**src/sv/gbn_pkg.sv**
```systemverilog
// Shared types and constants for the go-back-N sender window.
package gbn_pkg;

    // Opcodes of an incoming request.
    localparam logic [1:0] OP_TICK = 2'd0;
    localparam logic [1:0] OP_SEND = 2'd1;
    localparam logic [1:0] OP_ACK  = 2'd2;

    // Configuration register indexes.
    localparam logic [1:0] CFG_WINDOW_SIZE   = 2'd0;
    localparam logic [1:0] CFG_FRAME_COUNT   = 2'd1;
    localparam logic [1:0] CFG_TIMEOUT_TICKS = 2'd2;

    localparam int CFG_DATA_W = 32;

    // Configuration values after reset.
    localparam logic [3:0]  WINDOW_SIZE_RST   = 4'd4;
    localparam logic [15:0] FRAME_COUNT_RST   = 16'd10000;
    localparam logic [31:0] TIMEOUT_TICKS_RST = 32'd1000;

    // One incoming request as seen on the input port.
    typedef struct packed {
        logic [1:0]  opcode;
        logic [15:0] ack_number;
        logic        ack_corrupt;
    } in_item_t;

    // One result as seen on the output port.
    typedef struct packed {
        logic        send_valid;
        logic [15:0] frame_number;
        logic        timeout_fired;
        logic [15:0] acked_total;
        logic        all_done;
    } out_item_t;

    // Class of a request after decoding in the front end.
    typedef enum logic [1:0] {
        KIND_NONE,
        KIND_TICK,
        KIND_SEND,
        KIND_ACK
    } cmd_kind_t;

    // Decoded command passed from the front end to the back end.
    typedef struct packed {
        cmd_kind_t   kind;
        logic [15:0] ack_number;
    } cmd_t;

endpackage

```
**src/sv/gbn_front.sv**
```systemverilog
// Front end: accepts requests, classifies them and queues the commands.
module gbn_front (
    input  logic             clk,
    input  logic             rst_n,
    input  logic             push,
    output logic             full,
    input  gbn_pkg::in_item_t item,
    output logic             cmd_valid,
    output gbn_pkg::cmd_t    cmd,
    input  logic             cmd_take
);
    import gbn_pkg::*;

    localparam int DEPTH = 2;

    cmd_t       slots_reg [DEPTH];
    logic [1:0] count_reg, count_next;
    logic       wr_ptr_reg;
    logic       rd_ptr_reg;
    logic       do_write;
    logic       do_read;
    cmd_t       decoded;

    // Classify the request; a corrupt acknowledgement becomes a no-op command here.
    always_comb
    begin
        decoded.ack_number = item.ack_number;
        unique case (item.opcode)
            OP_TICK: decoded.kind = KIND_TICK;
            OP_SEND: decoded.kind = KIND_SEND;
            OP_ACK:  decoded.kind = item.ack_corrupt ? KIND_NONE : KIND_ACK;
            default: decoded.kind = KIND_NONE;
        endcase
    end

    assign full      = (count_reg == 2'(DEPTH));
    assign cmd_valid = (count_reg != 2'd0);
    assign cmd       = slots_reg[rd_ptr_reg];
    assign do_write  = push && !full;
    assign do_read   = cmd_take && cmd_valid;

    // Occupancy of the command queue.
    always_comb
    begin
        count_next = count_reg;
        if (do_write && !do_read)
        begin
            count_next = count_reg + 2'd1;
        end
        else if (do_read && !do_write)
        begin
            count_next = count_reg - 2'd1;
        end
    end

    // Queue pointers.
    always_ff @(posedge clk or negedge rst_n)
    begin
        if (!rst_n)
        begin
            count_reg  <= 2'd0;
            wr_ptr_reg <= 1'b0;
            rd_ptr_reg <= 1'b0;
        end
        else
        begin
            count_reg <= count_next;
            if (do_write)
            begin
                wr_ptr_reg <= ~wr_ptr_reg;
            end
            if (do_read)
            begin
                rd_ptr_reg <= ~rd_ptr_reg;
            end
        end
    end

    // Queue storage.
    always_ff @(posedge clk)
    begin
        if (do_write)
        begin
            slots_reg[wr_ptr_reg] <= decoded;
        end
    end

endmodule

```
**src/sv/gbn_resq.sv**
```systemverilog
// Result queue between the back end and the output port.
module gbn_resq (
    input  logic              clk,
    input  logic              rst_n,
    input  logic              res_push,
    input  gbn_pkg::out_item_t res_in,
    output logic              res_full,
    output logic              empty,
    input  logic              pop,
    output gbn_pkg::out_item_t result
);
    import gbn_pkg::*;

    localparam int DEPTH = 2;

    out_item_t  slots_reg [DEPTH];
    logic [1:0] count_reg, count_next;
    logic       wr_ptr_reg;
    logic       rd_ptr_reg;
    logic       do_write;
    logic       do_read;

    assign res_full = (count_reg == 2'(DEPTH));
    assign empty    = (count_reg == 2'd0);
    assign result   = slots_reg[rd_ptr_reg];
    assign do_write = res_push && !res_full;
    assign do_read  = pop && !empty;

    // Occupancy of the result queue.
    always_comb
    begin
        count_next = count_reg;
        if (do_write && !do_read)
        begin
            count_next = count_reg + 2'd1;
        end
        else if (do_read && !do_write)
        begin
            count_next = count_reg - 2'd1;
        end
    end

    // Queue pointers.
    always_ff @(posedge clk or negedge rst_n)
    begin
        if (!rst_n)
        begin
            count_reg  <= 2'd0;
            wr_ptr_reg <= 1'b0;
            rd_ptr_reg <= 1'b0;
        end
        else
        begin
            count_reg <= count_next;
            if (do_write)
            begin
                wr_ptr_reg <= ~wr_ptr_reg;
            end
            if (do_read)
            begin
                rd_ptr_reg <= ~rd_ptr_reg;
            end
        end
    end

    // Queue storage.
    always_ff @(posedge clk)
    begin
        if (do_write)
        begin
            slots_reg[wr_ptr_reg] <= res_in;
        end
    end

endmodule

```
**src/sv/gbn_back.sv**
```systemverilog
// Back end: window state, send stamps, timer and configuration registers.
module gbn_back #(
    parameter int WINDOW_MAX = 8,
    parameter int TIME_BITS  = 32
) (
    input  logic                              clk,
    input  logic                              rst_n,
    input  logic                              cfg_we,
    input  logic [1:0]                        cfg_index,
    input  logic [gbn_pkg::CFG_DATA_W-1:0]    cfg_wdata,
    input  logic                              cmd_valid,
    input  gbn_pkg::cmd_t                     cmd,
    output logic                              cmd_take,
    output logic                              res_push,
    output gbn_pkg::out_item_t                res,
    input  logic                              res_full
);
    import gbn_pkg::*;

    localparam int IDX_W = (WINDOW_MAX > 1) ? $clog2(WINDOW_MAX) : 1;
    localparam int CMP_W = (TIME_BITS > 32) ? TIME_BITS : 32;
    localparam logic [6:0]     WIN_MAX_V = 7'(WINDOW_MAX);
    localparam logic [IDX_W-1:0] IDX_LAST = IDX_W'(WINDOW_MAX - 1);
    localparam logic [IDX_W:0] IDX_WRAP  = (IDX_W + 1)'(WINDOW_MAX);

    // Configuration registers.
    logic [3:0]  win_size_reg;
    logic [15:0] frame_count_reg;
    logic [31:0] timeout_reg;

    // Window state.
    logic [TIME_BITS-1:0] time_reg, time_next;
    logic [15:0]          base_reg, base_next;
    logic [15:0]          next_reg, next_next;
    logic [15:0]          deliv_reg, deliv_next;
    logic [IDX_W-1:0]     base_idx_reg, base_idx_next;
    logic [IDX_W-1:0]     next_idx_reg, next_idx_next;

    // Send stamps and the registered stamp of the window base frame.
    logic [TIME_BITS-1:0] stamp_mem [WINDOW_MAX];
    logic [TIME_BITS-1:0] stamp_reg;
    logic                 stamp_we;

    logic [6:0]           eff_win;
    logic [16:0]          last_sum;
    logic [15:0]          win_last;
    logic [15:0]          outstanding;
    logic                 can_send;
    logic                 ack_ok;
    logic [15:0]          ack_delta;
    logic [IDX_W:0]       idx_sum;
    logic [TIME_BITS-1:0] time_inc;
    logic [TIME_BITS-1:0] elapsed;
    logic                 fire;

    assign cmd_take = cmd_valid && !res_full;
    assign res_push = cmd_take;

    // Effective window: zero acts as one, large values clip to the maximum.
    always_comb
    begin
        if (win_size_reg == 4'd0)
        begin
            eff_win = 7'd1;
        end
        else if ({3'b000, win_size_reg} > WIN_MAX_V)
        begin
            eff_win = WIN_MAX_V;
        end
        else
        begin
            eff_win = {3'b000, win_size_reg};
        end
    end

    // Last frame in the window, clipped to the frame total.
    assign last_sum = {1'b0, base_reg} + 17'(eff_win) - 17'd1;

    always_comb
    begin
        if (frame_count_reg == 16'd0)
        begin
            win_last = 16'd0;
        end
        else if (last_sum >= {1'b0, frame_count_reg})
        begin
            win_last = frame_count_reg - 16'd1;
        end
        else
        begin
            win_last = last_sum[15:0];
        end
    end

    // Send, acknowledgement and timeout conditions.
    assign outstanding = next_reg - base_reg;
    assign can_send    = (next_reg <= win_last) && (next_reg < frame_count_reg)
                         && (outstanding < 16'(eff_win));
    assign ack_ok      = (cmd.ack_number > base_reg) && (cmd.ack_number <= next_reg);
    assign ack_delta   = cmd.ack_number - base_reg;
    assign idx_sum     = {1'b0, base_idx_reg} + ack_delta[IDX_W:0];
    assign time_inc    = time_reg + TIME_BITS'(1);
    assign elapsed     = time_inc - stamp_reg;
    assign fire        = (next_reg != base_reg)
                         && (CMP_W'(elapsed) >= CMP_W'(timeout_reg));

    // Execute one command and form its result.
    always_comb
    begin
        time_next         = time_reg;
        base_next         = base_reg;
        next_next         = next_reg;
        deliv_next        = deliv_reg;
        base_idx_next     = base_idx_reg;
        next_idx_next     = next_idx_reg;
        stamp_we          = 1'b0;
        res.send_valid    = 1'b0;
        res.frame_number  = 16'd0;
        res.timeout_fired = 1'b0;
        if (cmd_take)
        begin
            unique case (cmd.kind)
                KIND_TICK:
                begin
                    time_next = time_inc;
                    if (fire)
                    begin
                        next_next         = base_reg;
                        next_idx_next     = base_idx_reg;
                        res.timeout_fired = 1'b1;
                    end
                end
                KIND_SEND:
                begin
                    if (can_send)
                    begin
                        stamp_we         = 1'b1;
                        res.send_valid   = 1'b1;
                        res.frame_number = next_reg;
                        next_next        = next_reg + 16'd1;
                        next_idx_next    = (next_idx_reg == IDX_LAST) ?
                                           '0 : next_idx_reg + IDX_W'(1);
                    end
                end
                KIND_ACK:
                begin
                    if (ack_ok)
                    begin
                        deliv_next    = deliv_reg + ack_delta;
                        base_next     = cmd.ack_number;
                        base_idx_next = (idx_sum >= IDX_WRAP) ?
                                        IDX_W'(idx_sum - IDX_WRAP) : idx_sum[IDX_W-1:0];
                    end
                end
                default:
                begin
                end
            endcase
        end
        res.acked_total = deliv_next;
        res.all_done    = (deliv_next >= frame_count_reg);
    end

    // State registers and configuration writes.
    always_ff @(posedge clk or negedge rst_n)
    begin
        if (!rst_n)
        begin
            win_size_reg    <= WINDOW_SIZE_RST;
            frame_count_reg <= FRAME_COUNT_RST;
            timeout_reg     <= TIMEOUT_TICKS_RST;
            time_reg        <= '0;
            base_reg        <= 16'd0;
            next_reg        <= 16'd0;
            deliv_reg       <= 16'd0;
            base_idx_reg    <= '0;
            next_idx_reg    <= '0;
        end
        else
        begin
            time_reg     <= time_next;
            base_reg     <= base_next;
            next_reg     <= next_next;
            deliv_reg    <= deliv_next;
            base_idx_reg <= base_idx_next;
            next_idx_reg <= next_idx_next;
            if (cfg_we)
            begin
                unique case (cfg_index)
                    CFG_WINDOW_SIZE:   win_size_reg    <= cfg_wdata[3:0];
                    CFG_FRAME_COUNT:   frame_count_reg <= cfg_wdata[15:0];
                    CFG_TIMEOUT_TICKS: timeout_reg     <= cfg_wdata[31:0];
                    default:
                    begin
                    end
                endcase
            end
        end
    end

    // Stamp memory; the base stamp is read ahead, with a bypass for a fresh write.
    always_ff @(posedge clk)
    begin
        if (stamp_we)
        begin
            stamp_mem[next_idx_reg] <= time_reg;
        end
        if (stamp_we && (next_idx_reg == base_idx_next))
        begin
            stamp_reg <= time_reg;
        end
        else
        begin
            stamp_reg <= stamp_mem[base_idx_next];
        end
    end

endmodule

```
**src/sv/go_back_n_sender_window.sv**
```systemverilog
// Top level of the go-back-N sender window.
//
//  Channel   Handshake         Payload        Meaning
//  input     push / full       item           tick, send slot or acknowledgement
//  result    pop / empty       result         one result per request, in order
//  config    cfg_we            cfg_index/data window size, frame total, timeout
//
// A request is taken every cycle while full is low; its result reaches the result
// port through a two-entry command queue and a two-entry result queue, both
// registered. The window update is formed by combinational compares and adds, and
// the base stamp is read ahead from the stamp memory into a register.
// Reset is asynchronous and needs no clearing pass. full rises only when the
// result side has stalled long enough to fill both queues.
module go_back_n_sender_window #(
    parameter int WINDOW_MAX = 8,
    parameter int TIME_BITS  = 32
) (
    input  logic                           clk,
    input  logic                           rst_n,
    input  logic                           push,
    output logic                           full,
    input  gbn_pkg::in_item_t              item,
    output logic                           empty,
    input  logic                           pop,
    output gbn_pkg::out_item_t             result,
    input  logic                           cfg_we,
    input  logic [1:0]                     cfg_index,
    input  logic [gbn_pkg::CFG_DATA_W-1:0] cfg_wdata
);
    import gbn_pkg::*;

    logic      cmd_valid;
    cmd_t      cmd;
    logic      cmd_take;
    logic      res_push;
    out_item_t res;
    logic      res_full;

    // Accept and classify requests.
    gbn_front u_front (
        .clk       (clk),
        .rst_n     (rst_n),
        .push      (push),
        .full      (full),
        .item      (item),
        .cmd_valid (cmd_valid),
        .cmd       (cmd),
        .cmd_take  (cmd_take)
    );

    // Window state machine and timer.
    gbn_back #(
        .WINDOW_MAX (WINDOW_MAX),
        .TIME_BITS  (TIME_BITS)
    ) u_back (
        .clk       (clk),
        .rst_n     (rst_n),
        .cfg_we    (cfg_we),
        .cfg_index (cfg_index),
        .cfg_wdata (cfg_wdata),
        .cmd_valid (cmd_valid),
        .cmd       (cmd),
        .cmd_take  (cmd_take),
        .res_push  (res_push),
        .res       (res),
        .res_full  (res_full)
    );

    // Results wait here until popped.
    gbn_resq u_resq (
        .clk      (clk),
        .rst_n    (rst_n),
        .res_push (res_push),
        .res_in   (res),
        .res_full (res_full),
        .empty    (empty),
        .pop      (pop),
        .result   (result)
    );

endmodule

```
**config.mk**
```make
export PLATFORM = sky130hd
export DESIGN_NAME = go_back_n_sender_window
export DESIGN_NICKNAME = d
export VERILOG_FILES = /design/src/sv/gbn_pkg.sv /design/src/sv/gbn_front.sv /design/src/sv/gbn_resq.sv /design/src/sv/gbn_back.sv /design/src/sv/go_back_n_sender_window.sv
export SDC_FILE = /design/constraint.sdc
export NUM_CORES = 1
export LEC_CHECK = 0
export BUFFER_PORTS_ARGS = -buffer_cell sky130_fd_sc_hd__buf_2
export CORE_MARGIN = 8
export CORE_UTILIZATION = 60
export DETAILED_ROUTE_END_ITERATION = 10
export PLACE_DENSITY = 0.77
export SLEW_MARGIN = 20
export SYNTH_ARGS = -nofsm -noshare
export SYNTH_HDL_FRONTEND = slang
export SYNTH_SLANG_ARGS = --single-unit
```
**constraint.sdc**
```tcl
create_clock -name clk -period 14.53 [get_ports clk]
set_input_delay 0.7265 -clock clk [delete_from_list [all_inputs] [get_ports clk]]
set_output_delay 0.7265 -clock clk [all_outputs]
set_load 0.05 [all_outputs]
```
Yosys cells after proc, flatten, opt, wreduce, memory -nomap -nowiden:

Memory sizes are Yosys's and may differ from the RTL's. A register that Yosys moved wholly into a read port is not among the register bits.
Cells that the tools add are included.

* register bits: 146
* bits in writable memories: 362
* input bits: 58
* output and inout port bits: 37
* logic and storage cells: 134
* memories: 3

* add/subtract/negate cells: 16
* $lt $le $gt $ge: 10
* equality and inequality tests: 13
* multiplexer cells: 38
* bitwise gates (word level): 4
* reduce and logical (&&, ||, !) cells: 35

Memory list
* u_back.stamp_mem: words 8, bits a word 32, read ports 1, clocked after Yosys merged registers in 1, write ports 1, line gbn_back.sv:40 `logic [TIME_BITS-1:0] stamp_mem [WINDOW_MAX];`
* u_resq.slots_reg: words 2, bits a word 35, read ports 1, clocked after Yosys merged registers in 0, write ports 1, line gbn_resq.sv:16 `out_item_t slots_reg [DEPTH];`
* u_front.slots_reg: words 2, bits a word 18, read ports 1, clocked after Yosys merged registers in 0, write ports 1, line gbn_front.sv:16 `cmd_t slots_reg [DEPTH];`

Operators with widths (count)
* 16-bit two-way mux: 7
* 17-bit two-way mux: 2
* 32-bit by 1-bit adder with 32-bit output, second input constant: 1
* 32-bit greater-or-equal comparator: 1
* 16-bit <= comparator: 2
* 16-bit one-hot mux with 2 select lines: 1
* 16-bit subtractor: 2
* 32-bit subtractor: 1
* 3-bit two-way mux: 7
* 18-bit two-way mux: 1
* 16-bit by 4-bit adder with 17-bit output: 1
* 17-bit by 16-bit greater-or-equal comparator with 1-bit output: 1
* 17-bit by 1-bit subtractor with 17-bit output, second input constant: 1
* 16-bit by 1-bit adder with 16-bit output, second input constant: 1
* 16-bit adder: 1
* 16-bit greater-or-equal comparator: 1
* 16-bit > comparator: 1
* 16-bit zero test: 1
* 16-bit < comparator: 1
* 16-bit by 4-bit < comparator with 1-bit output: 1
* 16-bit inequality test: 1
* 16-bit by 1-bit subtractor with 16-bit output, second input constant: 1
* 1-bit logical AND: 13
* 2-bit equality test, second input constant: 6
* 23 further kinds: 60

Depth between registers and ports, before layout:

Gate-level depths: netlist of the first run.

* depth after elaboration: 16
* mapped depth: 37
* mapped depth without buffers: 34

By module:

Synthesis of the first run repeated with hierarchy kept, for this count alone.

* cell total of the unflattened synthesis: 2195
* area total of the unflattened synthesis: 28117.0 um2

By module, submodules not included
* gbn_back: instances 1, cells each 1989, area each 23675.2 um2, sequential area each 11215.8 um2
* gbn_resq: instances 1, cells each 128, area each 2872.8 um2, sequential area each 2202.1 um2
* gbn_front: instances 1, cells each 78, area each 1569.0 um2, sequential area each 1181.1 um2

Worst setup path after synthesis of the first run:

OpenSTA, ideal clock, no wires.

* path kind: flip-flop to flip-flop
* from: register u_back.win_size_reg[3]
* to: memory u_back.stamp_mem[1][0], enable pin
* library setup time: 502 ps
* arrival time: 9490 ps
* required time: 14028 ps
* path slack: 4538 ps
* stages on the path, launching flop included: 35
* path buffers: 2
* clock period less this slack: 9992 ps
* cell sequence: dfrtp_1 > inv_1 > nand2_1 > ha_1 > inv_1 > ha_1 > inv_1 > fa_1 > nor2b_1 > o21a_1 > o21ai_0 > a21oi_1 > o2111ai_1 > a31oi_1 > a21o_1 > a21oi_1 > xnor2_1 > ha_1 > and4_1 > a41oi_1 > o211ai_1 > nand2b_1 > clkbuf_1 > clkbuf_1 > a221o_1 > ha_1 > a21o_1 > a21o_1 > a21oi_1 > a21oi_1 > o21ai_0 > nand4_1 > or4_1 > nor3_2 > nor4bb_1

* word-level cells in the longest chain between the ends: 16
* elaborated cells on any way between the ends: 18
* classes of those cells: add/sub (2); order compare (4); mux (9); reduce/logical (3)

RTL lines
* from (decl): line gbn_back.sv:27 `logic [3:0] win_size_reg;`
* from (signal assigned): line gbn_back.sv:190 `CFG_WINDOW_SIZE: win_size_reg <= cfg_wdata[3:0];`
* 4-bit > comparator: line gbn_back.sv:66 `else if ({3'b000, win_size_reg} > WIN_MAX_V)`
* 4-bit two-way mux: line gbn_back.sv:66
* 4-bit two-way mux *: line gbn_back.sv:62 `if (win_size_reg == 4'd0)`
* 16-bit by 4-bit adder with 17-bit output: line gbn_back.sv:77 `assign last_sum = {1'b0, base_reg} + 17'(eff_win) - 17'd1;`
* 17-bit by 1-bit subtractor with 17-bit output: line gbn_back.sv:77
* 17-bit by 16-bit greater-or-equal comparator with 1-bit output: line gbn_back.sv:85 `else if (last_sum >= {1'b0, frame_count_reg})`
* 16-bit two-way mux: line gbn_back.sv:85
* 16-bit two-way mux: line gbn_back.sv:81 `if (frame_count_reg == 16'd0)`
* 16-bit <= comparator: line gbn_back.sv:97 `assign can_send = (next_reg <= win_last) && (next_reg < frame_count_reg)`
* 1-bit logical AND: line gbn_back.sv:97
* 1-bit logical AND *: line gbn_back.sv:98 `&& (outstanding < 16'(eff_win));`
* 1-bit two-way mux *: line gbn_back.sv:135 `if (can_send)`
* 1-bit two-way mux *: line gbn_back.sv:122 `unique case (cmd.kind)`
* 1-bit two-way mux *: line gbn_back.sv:120 `if (cmd_take)`
* 1-bit two-way mux *: line gbn_back.sv:204 `if (stamp_we)`
* 1-bit two-way mux (implied by the code) *: line gbn_back.sv:206 `stamp_mem[next_idx_reg] <= time_reg;`
* to (decl): line gbn_back.sv:40

Mark *: on every way between the ends. The rest lies on a longest branch, timed or not.

Final worst setup path of the first run:

* from: register u_back.win_size_reg[3]
* to: memory u_back.stamp_mem[3][30], enable pin

Same word-level chain as after synthesis.

==> results of run 1 <==
-- final cells by class --
class                      count  area share
sequential                   511       0.476
tap                          600      0.0245
multi-input combinational   1462       0.406
clock buffer                  72      0.0455
inverter                     135      0.0165
clock inverter                26     0.00999
timing repair buffer         116      0.0216
-- through the flow --
step,cells,cell area (um^2)
after floorplan,2167,27700
after global placement,2823,29000
after detailed placement,2823,29000
after CTS,2921,30700
after global routing,2922,30700
final,2922,30700
-- critical path, delay by kind of cell, from the launching register on --
| family | cells | cell delay, ps |
|---|---|---|
| AND/OR/NAND/NOR | 11 | 4430 |
| adder cells (fa/ha/maj) | 5 | 1540 |
| XOR/XNOR | 1 | 230 |
| AO/OA/AOI/OAI | 12 | 2210 |
| flip-flops | 1 | 380 |
| buffers and inverters | 3 | 300 |
-- synth_stat cells (28+ instances only) --
| cell | n | share of area |
|---|---|---|
| mux2i_1 | 40 | 0.014 |
| nor2_1 | 114 | 0.015 |
| mux2_2 | 110 | 0.045 |
| nand4_1 | 29 | 0.0065 |
| edfxtp_1 | 362 | 0.39 |
| xor2_1 | 49 | 0.015 |
| and3_1 | 28 | 0.0063 |
| nand3_1 | 38 | 0.0069 |
| o21ai_0 | 69 | 0.012 |
| a21o_1 | 48 | 0.013 |
| ha_1 | 221 | 0.10 |
| clkbuf_1 | 50 | 0.0068 |
| a21oi_1 | 104 | 0.019 |
| mux4_2 | 64 | 0.052 |
| xnor2_1 | 106 | 0.033 |
| dfrtp_1 | 134 | 0.12 |
| inv_1 | 132 | 0.018 |
| nor3_1 | 38 | 0.0069 |
| nand2_1 | 105 | 0.014 |
-- routing by layer --
metal | vias to the layer above | GRT usage
met5 | - | 0
met4 | 0 | 0.103
met3 | 153 | 0.0383
met2 | 657 | 0.474
met1 | 9294 | 0.325
li1 | 8419 | -
-- kinds of logic after synthesis --
family | Yosys count | synth area share
mux | 215 | 0.112
compound gates | 383 | 0.0926
simple gates | 482 | 0.0899
flops | 511 | 0.527
fa+ha+maj | 227 | 0.104
xor+xnor | 155 | 0.0490
buf+inv | 194 | 0.0264
-- cells in the final DEF, fill, tap and decap left out, types with 10 or more instances in the layout --
| cell | netlist | layout |
|---|---|---|
| nand2b_1 | 18 | 18 |
| or3_1 | 11 | 11 |
| ha_1 | 221 | 221 |
| clkbuf_1 | 50 | 18 |
| nand2_1 | 105 | 105 |
| o31ai_1 | 10 | 10 |
| dfstp_2 | 12 | 12 |
| nor4_1 | 21 | 21 |
| nor2_1 | 114 | 113 |
| mux2_2 | 110 | 110 |
| dfrtp_1 | 134 | 134 |
| a21oi_1 | 104 | 104 |
| and3_1 | 28 | 28 |
| clkinv_2 | 0 | 13 |
| nor3_1 | 38 | 38 |
| xnor2_1 | 106 | 106 |
| inv_1 | 132 | 132 |
| buf_4 | 0 | 21 |
| nand3_1 | 38 | 38 |
| clkbuf_16 | 0 | 52 |
| mux4_2 | 64 | 64 |
| edfxtp_1 | 362 | 362 |
| o21a_1 | 21 | 21 |
| a221o_1 | 11 | 11 |
| o21bai_1 | 11 | 11 |
| nand4_1 | 29 | 29 |
| o211ai_1 | 19 | 19 |
| and2_1 | 10 | 10 |
| xor2_1 | 49 | 49 |
| buf_2 | 2 | 93 |
| a21o_1 | 48 | 48 |
| and4_1 | 10 | 10 |
| mux2i_1 | 40 | 40 |
| a211oi_1 | 10 | 10 |
| o21ai_0 | 69 | 69 |
| nor2b_1 | 17 | 17 |
-- path summary, 6_finish.rpt --
path | from | end | cells past startpoint
setup / recovery | u_back.win_size_reg[3]$_DFFE_PN0P_ | u_back.stamp_mem[3][30]$_DFFE_PP_ | 32
max in group asynchronous | rst_n | u_back.timeout_reg[17]$_DFFE_PN0P_ | 2
hold / removal | rst_n | u_back.deliv_reg[13]$_DFF_PN0_ | 1
min in group clk | item[13] | u_front.slots_reg[1][12]$_DFFE_PP_ | 1
setup reg to reg | u_back.win_size_reg[3]$_DFFE_PN0P_ | u_back.stamp_mem[3][30]$_DFFE_PP_ | 32
hold reg to reg | u_resq.rd_ptr_reg$_DFFE_PN0P_ | u_resq.rd_ptr_reg$_DFFE_PN0P_ | 1
==> impl_metrics.toml, run 1 <==
[setup_path]
cp.required_ps = 14770
rrSetupSlack_ps = 5000
cp_slowest_cell = "and4b_2"
cp_max_fo = 32
crit_type = "register to register"
cp.arrival_ps = 9770
cp_common_cell = "ha_1"
worstSetupEndpointType = "register"
slowest_delay_ps = 990
worst_setup_path_start_kind = "register"

[final_layout]
fin_nets = 2563
diodes = 0
multiInputGateArea_mm2 = 0.0125
nFillCells = 3242
final-seq-area_mm2 = 0.0146
syn2layout_area_growth_pct = 10.7
finish.utilization = 0.675
drive_above_1_share = 0.177
largest_reg_flops = 256

[floorplanning]
num_rows = 78
dieHeight_um = 231
die_area_mm2 = 0.0533
coreArea_mm2 = 0.0455
start_util = 0.610
num_io_pins = 95
die_w_um = 231

[route]
via_count = 18500
route.met3.wl_um = 4050
viasPerCell = 6.34
finalWirelength_um = 72100
drc = 0
wirelength_met1_um = 28100
wl_per_cell_um = 24.7
dr_wl_met2_um = 37000
antenna_left = 0
firstDrtPassIters = 5
routed.top_layer = "met4"
drtIter0Drc = 1709

[global_route]
antenna_found_initial = 0
grt_max_degree = 80
grt_pass1_wl_um = 110000
grt_overflow = 0
grt_pass1_vias = 18800
grt_use_total = 0.266

[timing]
rsz0062_at_grt = "false"
relSlewSlack = 0.347
setup_violations = 0
hold_viol = 0
tightest_slew_ps = 967
period_share = 0.656
maxSlewViolCount = 0
clock-skew-final_ps = 28.3
fmax_ghz = 0.105
min_period_ps = 9530
fin_ws_ps = 5000
setup_tns_ps = 0
whs_ps = 171

[clocking]
clockBufferDepth = 3
cts_tree = "built"
cts_num_sinks = 511
clk_pin_slew_worst_paths_ps = 60
cts_made_buffers = 52
clock_latency_ps = 630
cts_setup_buffers = 0
cts_max_level = 2
cts_hold_buf = 0
clockRootBuffer = "clkbuf_16"
cts-resized-gates = 0

[logic_synthesis]
synth_top_flop_cell = "edfxtp_1"
synth-seq-area-share = 0.527
synthCells = 2167
yosysUniqueCellTypes = 90
syn-mean-instance-area_um2 = 12.8
synth_seq_cells = 511
synthesis.nets = 2452
syn_area_mm2 = 0.0277
synthArstFlopShare = 0.286
synth_edf_count = 362
synth_warnings = 0

[status]
status = "finished, final reports clean"

[job]
maxCapViolCount = 0

[placement]
post-dp-hpwl_um = 50800
numPortBuffers = 94
routabilityCongestion = 0.928
pre_cts_slack_ps = 5080

[min_path]
hold_class = "primary input to async pin"
Power of run 1 is left out: the tool's default activity adds up to more than one toggle a clock period on the data nets, which glitch-free logic cannot reach.
==> inputs of run 2 (changes only) <==
--- a/config.mk
+++ b/config.mk
@@ -5,6 +5,7 @@
 export SDC_FILE = /design/constraint.sdc
 export NUM_CORES = 1
 export LEC_CHECK = 0
+export ABC_AREA = 1
 export BUFFER_PORTS_ARGS = -buffer_cell sky130_fd_sc_hd__buf_2
 export CORE_MARGIN = 8
 export CORE_UTILIZATION = 60
==> constraint.sdc (replaced) <==
create_clock -name clk -period 9.3 [get_ports clk]
set_input_delay 0.465 -clock clk [delete_from_list [all_inputs] [get_ports clk]]
set_output_delay 0.465 -clock clk [all_outputs]
set_load 0.05 [all_outputs]
==> impl_metrics.toml, run 2 <==
[global_route]
grt_pass1_wl_um = 120000
grt_overflow = 0
grt_max_degree = 86
antenna_found_initial = 4
grt_pass1_vias = 21900
grt_use_total = 0.272

[logic_synthesis]
synthCells = 3130
synth_warnings = 0
synth_edf_count = 362
synthArstFlopShare = 0.286
syn-mean-instance-area_um2 = 9.17
synth_top_area_share = 0.379
yosysUniqueCellTypes = 57
synth_most_common_cell = "nand2_1"
synth_seq_cells = 511
syn_area_mm2 = 0.0287
synth_area_leaders = "edfxtp_1 38%, dfrtp_1 12%, ha_1 9.6%"
synth_top_flop_cell = "edfxtp_1"
synthesis.nets = 3415
synth.top_cells.by_count = "666 x nand2_1, 362 x edfxtp_1, 321 x inv_1"
synth-seq-area-share = 0.508
synth_top_cell_by_area = "edfxtp_1"

[final_layout]
drive_above_1_share = 0.0814
fin_nets = 3484
finish.utilization = 0.666
layout.cells.most_common = "nand2_1"
fin_cells = 3860
syn2layout_area_growth_pct = 10.0
largest_reg_flops = 256
layout_common_cells = "666 x nand2_1, 362 x edfxtp_1, 320 x inv_1"

[timing]
maxSlewViolCount = 0
relSlewSlack = 0.294
clock-skew-final_ps = 59.8
period_share = 0.786
fmax_ghz = 0.137
min_period_ps = 7310
setup_violations = 0
tightest_slew_ps = 1060
whs_ps = 26.0
hold_viol = 0
setup_tns_ps = 0
rsz0062_at_grt = "false"

[setup_path]
cp.required_ps = 9560
worstSetupEndpointType = "register"
worst_setup_path_start_kind = "register"
r2r-start = "u_back.base_reg[1]$_DFFE_PN0P_"
crit_type = "register to register"
cp_common_cell = "nand2_1"
slowest_delay_ps = 910
cp.arrival_ps = 7570
cp_slowest_cell = "nor2_4"
cp_max_fo = 32
crit_start = "u_back.base_reg[1]$_DFFE_PN0P_"

[floorplanning]
die_w_um = 235
start_util = 0.605
num_rows = 80
coreArea_mm2 = 0.0474
die_area_mm2 = 0.0551
dieHeight_um = 235
num_io_pins = 95

[placement]
post-dp-hpwl_um = 55700
place_inst = 3759
numPortBuffers = 94
routabilityCongestion = 1.01

[route]
antenna_left = 0
wl_per_cell_um = 19.9
viasPerCell = 5.92
route.met3.wl_um = 9020
routed.top_layer = "met5"
finalWirelength_um = 76800
firstDrtPassIters = 5
dr_wl_met2_um = 32800
wirelength_met1_um = 33100
drtIter0Drc = 2682
via_count = 22900
drc = 0

[clocking]
cts-resized-gates = 0
clk_pin_slew_worst_paths_ps = 60
cts_tree = "built"
cts_max_level = 2
clock_latency_ps = 640
clockBufferDepth = 3
cts_num_sinks = 511
clockRootBuffer = "clkbuf_16"
cts_setup_buffers = 0
cts_made_buffers = 52

[status]
status = "finished, final reports clean"

[min_path]
hp-start = "item[5]"
hold_class = "primary input to register"

[job]
maxCapViolCount = 0
==> run 2: changes by cell type after synthesis, moves of 37 or more <==
cell / previous run / this run
a21oi_1: 104 / 176
inv_1: 132 / 321
mux2_2: 110 / 0
mux2i_1: 40 / 3
mux4_2: 64 / 0
nand2_1: 105 / 666
nand3_1: 38 / 124
nor2_1: 114 / 312
o21ai_0: 69 / 319
xnor2_1: 106 / 33
==> run 2: repair_timing <==
item / CTS / global route
hold buffers: 1 / 0
hold endpoints to repair: 74 / 0
setup endpoints to repair: 0 / 0
==> run 2: logic make-up after synthesis <==
logic type / share of synthesized area
flops: 0.508
xor+xnor: 0.0351
buf+inv: 0.0564
simple gates: 0.177
compound gates: 0.121
mux: 0.00105
fa+ha+maj: 0.100
==> run 2: final cells by class <==
cell class / instances / area [um^2]
Tap cell: 615 / 769
Inverter: 325 / 1220
Timing Repair Buffer: 109 / 592
Multi-Input combinational cell: 2200 / 12600
Sequential cell: 511 / 14600
Antenna cell: 2 / 5.00
Clock buffer: 62 / 1380
Fill cell: 3734 / 15900
Clock inverter: 36 / 433
==> run 2: final timing paths <==
check,end,slack (ps),cells past startpoint
hold / removal,u_front.slots_reg[1][4]$_DFFE_PP_,30,1
hold reg to reg,u_back.win_size_reg[0]$_DFFE_PN0P_,480,2
max in group asynchronous,u_back.win_size_reg[1]$_DFFE_PN0P_,7370,3
setup reg to reg,u_back.stamp_mem[7][28]$_DFFE_PP_,1990,36
min in group asynchronous,u_front.count_reg[1]$_DFFE_PN0P_,450,2
setup / recovery,u_back.stamp_mem[7][28]$_DFFE_PP_,1990,36
==> run 2: routing by layer <==
layer,global-route usage,up-vias
li1,-,10900
met1,0.389,10800
met2,0.404,1044
met3,0.0744,121
met4,0.0789,4
met5,0,-
==> run 2: worst max-delay path, delay by kind of cell (launching register included) <==
kind / cells / cell delay, ps
flip-flops: 1 / 360
AO/OA/AOI/OAI: 5 / 930
XOR/XNOR: 1 / 160
adder cells (fa/ha/maj): 5 / 1490
buffers and inverters: 4 / 490
AND/OR/NAND/NOR: 21 / 3480
==> run 2: through the flow <==
stage                     setup slack, ps  area (um^2)
after floorplan                      2730        28700
after global placement               2260        29800
after detailed placement             2040        29800
after CTS                            2020        31600
after global routing                 1410        31600
final                                1990        31600
Power of run 2 is left out for the same reason.
